File: config.mk
export PLATFORM = sky130hd
export DESIGN_NAME = ilda_ram
export DESIGN_NICKNAME = d
export VERILOG_FILES = /design/src/sv/ilda_ram.sv
export SDC_FILE = /design/constraint.sdc
export NUM_CORES = 1
export LEC_CHECK = 0
export BUFFER_PORTS_ARGS = -buffer_cell sky130_fd_sc_hd__buf_2
export CAP_MARGIN = 10
export CORE_UTILIZATION = 31
export DETAILED_ROUTE_END_ITERATION = 10
export GPL_ROUTABILITY_DRIVEN = 0
export PLACE_DENSITY = 0.55
export SETUP_SLACK_MARGIN = 0.05
export SKIP_CTS_REPAIR_TIMING = 1
export SLEW_MARGIN = 20
export SYNTH_ARGS = -nofsm -noshare
export SYNTH_HDL_FRONTEND = slang
export SYNTH_SLANG_ARGS = --single-unit
File: constraint.sdc
create_clock -name clk_i -period 2.33 [get_ports clk_i]
set_clock_uncertainty 0.15 [all_clocks]
set_input_delay 0.466 -clock clk_i [delete_from_list [all_inputs] [get_ports clk_i]]
set_output_delay 0.466 -clock clk_i [all_outputs]
set_load 0.01 [all_outputs]
File: src/sv/ilda_ram.sv
// ----------------------------------------------------------------------------
// ilda_ram: generic single-port-write, one-read RAM
// Registered read data, no reset of the contents.
// ----------------------------------------------------------------------------
`default_nettype none
module ilda_ram #(
  parameter int Width = 8,
  parameter int Depth = 16
) (
  input  wire logic                     clk_i,
  input  wire logic                     we_i,
  input  wire logic [$clog2(Depth)-1:0] waddr_i,
  input  wire logic [Width-1:0]         wdata_i,
  input  wire logic                     re_i,
  input  wire logic [$clog2(Depth)-1:0] raddr_i,
  output logic      [Width-1:0]         rdata_o
);
  logic [Width-1:0] mem_q [Depth];

  // write port
  always_ff @(posedge clk_i) begin
    if (we_i) begin
      mem_q[waddr_i] <= wdata_i;
    end
  end

  // registered read port
  always_ff @(posedge clk_i) begin
    if (re_i) begin
      rdata_o <= mem_q[raddr_i];
    end
  end
endmodule
`default_nettype wire

**Word-level counts from Yosys, hierarchy flattened**

Memory sizes are Yosys's and may differ from the RTL's. A register that Yosys moved wholly into a read port is not among the register bits.
Cells that the tools add are included.

- Bits of input ports: 19
- Bits in latches: 0
- Memories: 1
- Bits in registers: 0
- Bits in read-only memories: 0
- Memory bits (writable): 128

- Div/mod/pow operators: 0
- Shift-type cells: 0
- $mul: 0
- Equal/unequal tests: 0
- Mux-type cells: 2
- Bitwise operators: 0
- Reduce and logical (&&, ||, !) cells: 0
- $add $sub $neg: 0
- $lt $le $gt $ge: 0

Memory list:

| memory | depth | width | rd ports | clocked after memory_dff | wr ports | line | text |
|---|---|---|---|---|---|---|---|
| mem_q | 16 | 8 | 1 | 1 | 1 | 18 | `logic [Width-1:0] mem_q [Depth];` |

Operators by type and width:

| operator | number |
|---|---|
| $mux 1 | 2 |

**Longest topological paths before layout**

- Depth in word-level cells: 2
- Mapped depth: 5
- Gate-level depth less buffers: 3

**Worst setup path before layout**

OpenSTA, ideal clock, no wires.

- Path kind: in2reg
- Start: input port waddr_i[2]
- End: memory mem_q[0][0], enable pin
- Stages on the path: 2
- Path buffers: 0
- Required time: 1797 ps
- Arrival time: 1576 ps
- Path slack: 221 ps
- Cells stage by stage: or3b_2 -> nor3_1

RTL lines:

| item | line | text |
|---|---|---|
| start, declared | 12 | `input wire logic [$clog2(Depth)-1:0] waddr_i,` |
| end, declared | 18 |  |

Straight into the memory's write port.

==> results.ini <==
[final_layout]
final_layout_size_suffix_gt1_frac=0.324
fin_nets=305
multi_input_area_sq_um=1060
fillers=1491
areaGrowthSynthToFinish_pct=20.3
antenna_cells=0
seq_area_sq_um=4080

[floorplanning]
core-area_sq_um=16500
initial_core_util=0.316
die_area_sq_um=17400
num_rows=47
io_pins=27
die_w_um=132
die_y_um=132

[logic_synthesis]
ys_top_cells_by_area=edfxtp_1 (78%), mux4_2 (7.8%), mux4_1 (7.0%), a22oi_1 (2.3%), nor2_1 (0.93%)
syn_avg_cell_area_sq_um=22.8
yosys.area.top_type_share=0.781
async_flop_share=0
synth_cell_type_count=18
synth_common_cells=edfxtp_1 (136), mux4_2 (18), a22oi_1 (16)
synth-seq-cells=136
ys_seq_area_frac=0.781
post-synth-top-count-cell=edfxtp_1
yosysTopAreaCell=edfxtp_1
netlist_instances=229
synth_area_sq_um=5230
yosys_most_used_dff=edfxtp_1
synth_edf_count=136
syn_nets=248
yosys_warnings=0

[clock_network]
insertion_delay_ps=410
clockBufferDepth=2
cts_tree=yes
path_clk_slew_ps=60
htreeDepth=4
cts_buffers=17
root_buffer=clkbuf_16
cts_num_sinks=136

[grt]
antenna_found_initial=0
track_usage=0.122
grt_start_max_net_pins=33
grt_pass1_wl_mm=15.4
met1_usage=0.164
busiest_layer=met2
grt_overflow_total=0
grt_pass1_vias=2575
grt_use_met3=0.0404
use_met2=0.188

[critical_path]
ff2ff_setup_slack_ps=690
endpoint_kind=register
r2r_start=mem_q[9][0]
ff2ff_path_depth=3
crit_path_top_delay_cell=mux4_1
start_kind=primary input
crit_fanout=9
worstSetupStartpoint=raddr_i[0]
crit_end=rdata_o[0]
path_cells=buf_2, buf_4, mux4_1, a22oi_1, nand2_1
rr_endpoint=rdata_o[0]
max_stage_delay_ps=570
cp_data_required_time_ps=2320
critPathKind=primary input to register
cp.arrival_ps=1730

[timing]
hold_ws_ps=275
fmax_ghz=0.573
hold_violations=0
setup_viol=0
min_period_over_period=0.749
drv_slew=0
slew_headroom=0.745
finalCriticalPeriod_ps=1740
worst_pin_slew_ps=382
rsz0062_at_grt=no
setup_tns_ps=0

[detailed_routing]
post_drt_wl_per_cell_um=18.7
dr.pass1.iters=4
drtAntennaViolNets=0
viasPerCell=4.69
wl_mm=9.73
drt-initial-drc-count=206
drc=0
vias=2433

[power_and_ir_drop]
sw_frac_of_total=0.206
p_comb_frac=0.047
p_sw_mw=1.12
seqPwrFrac=0.511
powerDensity_nw_per_um2=864
intPower_mw=4.31
clkPwrFrac=0.442
power_leakage_nw=2.09
p_total_mw=5.43
peakVddDrop_mv=0.529

[placed_design]
numPortBuffers=26
hpwl_mm=6.60

[status]
status=completed

[run]
maxCapViolCount=0

[worst_hold_path]
min_path_type=primary input to register

## registers in the layout, summed over array words and instances, names as in the netlist
| register | cells |
|---|---|
| mem_q | 128 |
| rdata_o | 8 |
## power by group through the flow
| stage | clock network (mW) | logic [mW] | registers (mW) |
|---|---|---|---|
| after floorplan | 0 | 0.139 | 2.82 |
| after global placement | 0 | 0.261 | 2.82 |
| after detailed placement | 0 | 0.265 | 2.82 |
| after CTS | 2.44 | 0.265 | 2.77 |
| after global routing | 2.56 | 0.282 | 2.78 |
| final | 2.40 | 0.256 | 2.77 |
## layer usage
metal  wire (um)  vias to the layer above
met1        4570                     1276
met5           0                        -
met4         106                        0
met2        4620                       48
met3         436                       13
li1            -                     1096
## layout make-up
cell class | count | share of cell area
Sequential cell | 136 | 0.650
Clock inverter | 15 | 0.0179
Multi-Input combinational cell | 83 | 0.168
Timing Repair Buffer | 48 | 0.0529
Tap cell | 220 | 0.0438
Clock buffer | 17 | 0.0677
## worst min path at each step
stage | depth (start not counted) | slack, ps | start | to
after global placement | 3 | 580 | mem_q[11][5] | rdata_o[5]
after floorplan | 0 | 410 | wdata_i[0] | mem_q[0][0]
after CTS | 1 | 260 | re_i | rdata_o[1]
final | 1 | 270 | re_i | rdata_o[2]
after global routing | 1 | 260 | re_i | rdata_o[2]
after detailed placement | 3 | 610 | mem_q[8][2] | rdata_o[2]
## per-stage QoR
stage / setup WS, ps / instances / area (sq um) / utilization
after detailed placement: 141 / 487 / 5750 / 0.348
final: 585 / 519 / 6290 / 0.380
after global routing: 496 / 519 / 6290 / 0.380
after global placement: 135 / 487 / 5750 / 0.348
after CTS: 564 / 519 / 6290 / 0.380
after floorplan: 221 / 229 / 5230 / -
## kinds of logic after synthesis
kind of cell	after synthesis	share of synthesized area
AOI/OAI and AO/OA	16	0.0230
muxes	32	0.148
DFF	136	0.781
and+or+nand+nor	35	0.0314
buffers and inverters	10	0.0165
## placed cells by master, fill, tap and decap left out, drive strengths merged, types with 2 or more instances in the layout
master / synthesis / final
buf: 7 / 48
edfxtp: 136 / 136
mux4: 32 / 32
clkbuf: 0 / 17
clkinv: 0 / 8
nor3: 4 / 4
nand2: 9 / 9
clkinvlp: 0 / 6
nand2b: 2 / 2
nor2: 13 / 13
a22oi: 16 / 16
nand3b: 2 / 2
## worst max-delay path: cells and delay by family
kind,cells,cell delay [ps]
mux,1,570
simple gates,1,110
compound gates,1,190
buf+inv,2,380
(Power assumes the default switching activity.)
